$ cat src/sv/btp_pkg.sv
// Shared types and constants for the binomial tree option pricer.
// Used by btp_mac and binomial_tree_option_pricer; depends on nothing.
package btp_pkg;

    // Fixed-point formats
    localparam int unsigned RATIO_W = 48;   // ratio powers, unsigned Q18.30
    localparam int unsigned PRICE_W = 32;   // prices and node values, Q16.16
    localparam int unsigned ACC_W   = 96;   // full 48x48 product

    localparam logic [30:0]        Q30_ONE   = 31'h4000_0000;
    localparam logic [RATIO_W-1:0] RATIO_CAP = 48'hFFFF_FFFF_FFFF;

    // Partial product select for the shared 32x32 multiplier
    typedef enum logic [1:0] {
        PP_LL = 2'd0,   // a[31:0]  * b[31:0],  weight 2^0
        PP_HL = 2'd1,   // a[47:32] * b[31:0],  weight 2^32
        PP_LH = 2'd2,   // a[31:0]  * b[47:32], weight 2^32
        PP_HH = 2'd3    // a[47:32] * b[47:32], weight 2^64
    } t_pp;

    // MAC control from the sequencer
    typedef struct packed {
        logic en;       // update the accumulator
        logic clear;    // start a new product instead of adding
        t_pp  pp;       // which partial product
    } t_mac_ctl;

    // Configuration register indexes
    typedef enum logic [2:0] {
        CFG_UP_FACTOR   = 3'd0,
        CFG_DOWN_FACTOR = 3'd1,
        CFG_UP_PROB     = 3'd2,
        CFG_STEP_DISC   = 3'd3,
        CFG_TREE_STEPS  = 3'd4
    } t_cfg_idx;

endpackage

$ cat src/sv/btp_mac.sv
// Shared multiply-accumulate unit: one 32x32 multiplier into a 96-bit accumulator,
// plus Q.30 round-half-up and saturation of the accumulated product.
// Depends on btp_pkg.
module btp_mac (
    input  logic                i_clk,
    input  btp_pkg::t_mac_ctl   i_ctl,
    input  logic [47:0]         i_a,
    input  logic [47:0]         i_b,
    output logic [47:0]         o_ratio,
    output logic                o_ratio_clip,
    output logic [31:0]         o_price,
    output logic                o_price_clip
);
    import btp_pkg::*;

    logic [ACC_W-1:0] r_acc;
    logic [ACC_W-1:0] n_acc;
    logic [31:0]      w_opa;
    logic [31:0]      w_opb;
    logic [63:0]      w_prod;
    logic [ACC_W-1:0] w_term;
    logic             w_hi_nz;
    logic [34:0]      w_round;

    // operand halves and weight of the selected partial product
    always_comb begin
        case (i_ctl.pp)
            PP_LL: begin
                w_opa = i_a[31:0];
                w_opb = i_b[31:0];
            end
            PP_HL: begin
                w_opa = {16'b0, i_a[47:32]};
                w_opb = i_b[31:0];
            end
            PP_LH: begin
                w_opa = i_a[31:0];
                w_opb = {16'b0, i_b[47:32]};
            end
            default: begin
                w_opa = {16'b0, i_a[47:32]};
                w_opb = {16'b0, i_b[47:32]};
            end
        endcase
    end

    assign w_prod = 64'(w_opa) * 64'(w_opb);

    always_comb begin
        case (i_ctl.pp)
            PP_LL:        w_term = {32'b0, w_prod};
            PP_HL, PP_LH: w_term = {w_prod, 32'b0};
            default:      w_term = {w_prod[31:0], 64'b0};
        endcase
    end

    assign n_acc = (i_ctl.clear ? '0 : r_acc) + w_term;

    always_ff @(posedge i_clk) begin
        if (i_ctl.en) begin
            r_acc <= n_acc;
        end
    end

    // shift by 30 with round half up; anything at or above 2^64 saturates
    assign w_hi_nz = |r_acc[95:64];
    assign w_round = {1'b0, r_acc[63:30]} + 35'(r_acc[29]);

    assign o_ratio_clip = w_hi_nz;
    assign o_ratio      = w_hi_nz ? RATIO_CAP : 48'(w_round);
    assign o_price_clip = w_hi_nz | (|w_round[34:32]);
    assign o_price      = o_price_clip ? '1 : w_round[31:0];

endmodule

$ cat config.mk
export PLATFORM = sky130hd
export DESIGN_NAME = btp_mac
export DESIGN_NICKNAME = d
export VERILOG_FILES = /design/src/sv/btp_pkg.sv /design/src/sv/btp_mac.sv
export SDC_FILE = /design/constraint.sdc
export NUM_CORES = 2
export LEC_CHECK = 0
export BUFFER_PORTS_ARGS = -buffer_cell sky130_fd_sc_hd__buf_2
export CAP_MARGIN = 20
export CORE_ASPECT_RATIO = 0.8
export CORE_MARGIN = 3
export CORE_UTILIZATION = 60
export CTS_BUF_LIST = sky130_fd_sc_hd__clkbuf_16
export DETAILED_ROUTE_END_ITERATION = 10
export PLACE_DENSITY = 0.79
export SLEW_MARGIN = 20
export SYNTH_ARGS = -nofsm -noshare
export SYNTH_HDL_FRONTEND = slang
export SYNTH_SLANG_ARGS = --single-unit
$ cat constraint.sdc
create_clock -name i_clk -period 19.6 [get_ports i_clk]
set_input_delay 5.88 -clock i_clk [delete_from_list [all_inputs] [get_ports i_clk]]
set_output_delay 5.88 -clock i_clk [all_outputs]
set_load 0.005 [all_outputs]
==> qor.yml <==
status:
  status: "completed"
worst_setup_path:
  endpoint_kind: "register"
  worstSetupPathType: "in2reg"
  rr_endpoint: "r_acc[90]$_DFFE_PP_"
  slowest_delay_ns: 0.65
  crit_top_cell: "fa_1"
  worstReg2RegStart: "r_acc[0]$_DFFE_PP_"
  crit_path_end: "r_acc[92]$_DFFE_PP_"
  critPathMaxFanout: 40
  critPathSlowestCell: "fa_1"
  required_ns: 19.72
  reg2reg_depth: 15
  start_kind: "input port"
  r2r_setup_slack_ns: 14.94
  cp-startpoint: "i_ctl[0]"
  cp_data_arrival_time_ns: 19.10
yosys:
  yosys.area.top_type: "fa_1"
  ys_ff_latch: 96
  yosys_warnings: 0
  syn_nets: 6642
  synth_ff_type: "edfxtp_1"
  synth_edf_count: 96
  synthCells: 5280
  ys_seq_area_share_pct: 6.554
  netlist.area_leader.share_pct: 40.83
  synth_area_leaders: "fa_1 (41%), ha_1 (10%), inv_1 (7.9%)"
  synthMostInstantiatedCell: "inv_1"
  synth_common_cells: "inv_1 (920), fa_1 (897), nand2_1 (793)"
  syn-cell-area_um2: 43980
  synth-async-reset-ratio_pct: 0
  synth_cell_types: 78
  synth.avg_cell_area_um2: 8.330
grt:
  grt.total_usage_pct: 38.97
  overflow: 0
  antenna_found_initial: 8
  grt_max_degree: 72
  grt_pass1_wl_mm: 223.7
  grt_pass1_vias: 37876
timing:
  finalSetupViolations: 0
  tns_ns: 0
  finClkSkew_ns: 0.01676
  max_freq_mhz: 52.70
  worst_pin_slew_ns: 1.219
  slew_viol_final: 0
  max_slew_margin_pct: 18.13
  fin_ws_ns: 0.6231
  fin_crit_sh_pct: 96.82
  worst_hold_slack_ns: 0.7021
  rsz0062_at_grt: "false"
  finalHoldViolCount: 0
  period_minus_slack_ns: 18.98
route:
  drc: 0
  wl_met1_mm: 56.38
  top_layer_used: "met5"
  dr_total_vias: 38208
  dr_wl_met2_mm: 59.71
  wl_met3_mm: 22.53
  antenna_left: 0
  routedWlPerCell_um: 23.59
  dr.pass1.iters: 8
  via_per_inst: 6.101
  wl_mm: 147.7
  drtIter0Drc: 4518
place:
  gp_congestion: 1.044
  numPortBuffers: 182
  preCtsSetupSlack_ns: 0.6755
  hpwl_mm: 124.8
clock_network:
  cts_setup_buffers: 0
  insertion_delay_ns: 0.38
  cts_buffers: 9
  htree_levels: 3
  path_clk_slew_ns: 0.07
  clock-sinks: 96
  cts_root_buf: "clkbuf_16"
  clockBufferDepth: 2
  cts_hold_buf: 0
  cts_tree: "built"
  cts_resized: 0
worst_hold_path:
  hold_path_class: "reg2reg"
  hp-start: "r_acc[0]$_DFFE_PP_"
floorplan:
  fp.dieW_um: 308.7
  rows: 88
  ios: 183
  start_util_pct: 60.80
  die_y_um: 248.2
  core_um2: 72340
  die_area_um2: 76610
finish:
  final_nets: 6670
  largest_reg_flops: 96
  syn2layout_area_growth_pct: 5.411
  register_area_um2: 2883
  drive_gt1_share_pct: 7.228
  top_register: "r_acc"
  final_core_util_pct: 64.09
  top_regs: "r_acc x96"
  multi_input_area_um2: 36690
  fillers: 6161
flow_run:
  drv_cap: 0
## worst min-delay path by stage
stage                               endpoint  cells past startpoint
after global placement    r_acc[0]$_DFFE_PP_                      2
after floorplan           r_acc[0]$_DFFE_PP_                      2
after CTS                 r_acc[0]$_DFFE_PP_                      2
after detailed placement  r_acc[0]$_DFFE_PP_                      2
final                     r_acc[0]$_DFFE_PP_                      2
after global routing      r_acc[0]$_DFFE_PP_                      2
## metal layers
layer  up-vias  GRT usage, %
li1      16375             -
met1     18687         52.93
met2      2557         54.19
met3       571         15.80
met4        18         18.81
met5         -        0.9428
## placed cells by master (no fill, tap or decap), drive strengths merged, types with 9 or more instances in the layout
| cell | count |
|---|---|
| or3 | 13 |
| a31oi | 23 |
| a21boi | 10 |
| nor3 | 31 |
| nand2b | 24 |
| nand3 | 40 |
| mux2i | 33 |
| o211ai | 10 |
| xnor2 | 98 |
| a211oi | 19 |
| nor2 | 688 |
| o22ai | 23 |
| and2 | 68 |
| o21bai | 26 |
| fa | 897 |
| and3 | 31 |
| a21oi | 186 |
| a21o | 92 |
| clkbuf | 9 |
| o21a | 14 |
| nand2 | 793 |
| ha | 364 |
| xor2 | 80 |
| nor2b | 113 |
| edfxtp | 96 |
| nand4 | 45 |
| buf | 303 |
| o21ai | 105 |
| a22o | 34 |
| inv | 924 |
| nor4 | 15 |
| or2 | 13 |
## critical path, delay by kind of cell
family	cells	cell delay, ns
AO/OA/AOI/OAI	11	3.01
XOR/XNOR	2	0.49
adder cells (fa/ha/maj)	11	5.44
buffers and inverters	7	1.07
AND/OR/NAND/NOR	10	3.11
## area by class of cell
| class | count | area share, % |
|---|---|---|
| tap | 945 | 2.550 |
| antenna | 5 | 0.02699 |
| clock buffer | 9 | 0.4858 |
| sequential | 96 | 6.218 |
| timing repair buffer | 303 | 3.956 |
| multi-input combinational | 3978 | 79.15 |
| clock inverter | 7 | 0.1673 |
| inverter | 920 | 7.449 |
## through the flow
step	instances	instance area, µm²
4_1_cts	6258	46350
2_1_floorplan	5280	43980
6_report	6263	46360
5_1_grt	6258	46350
3_5_place_dp	6242	46050
3_3_place_gp	6242	46040
## logic make-up (layout without fill, tap and decap cells)
family	count (synthesis)	in the layout	share of synthesized area (%)
flops	96	96	6.554
buf+inv	1206	1239	10.43
mux	35	35	0.8022
fa+ha+maj	1261	1261	51.18
simple gates	1890	1890	18.35
other cells	0	5	0
xor+xnor	178	178	3.545
compound gates	614	614	9.140
Power is not shown: default switching activity piles up to over one toggle a cycle in this logic, so the estimate is an artifact.
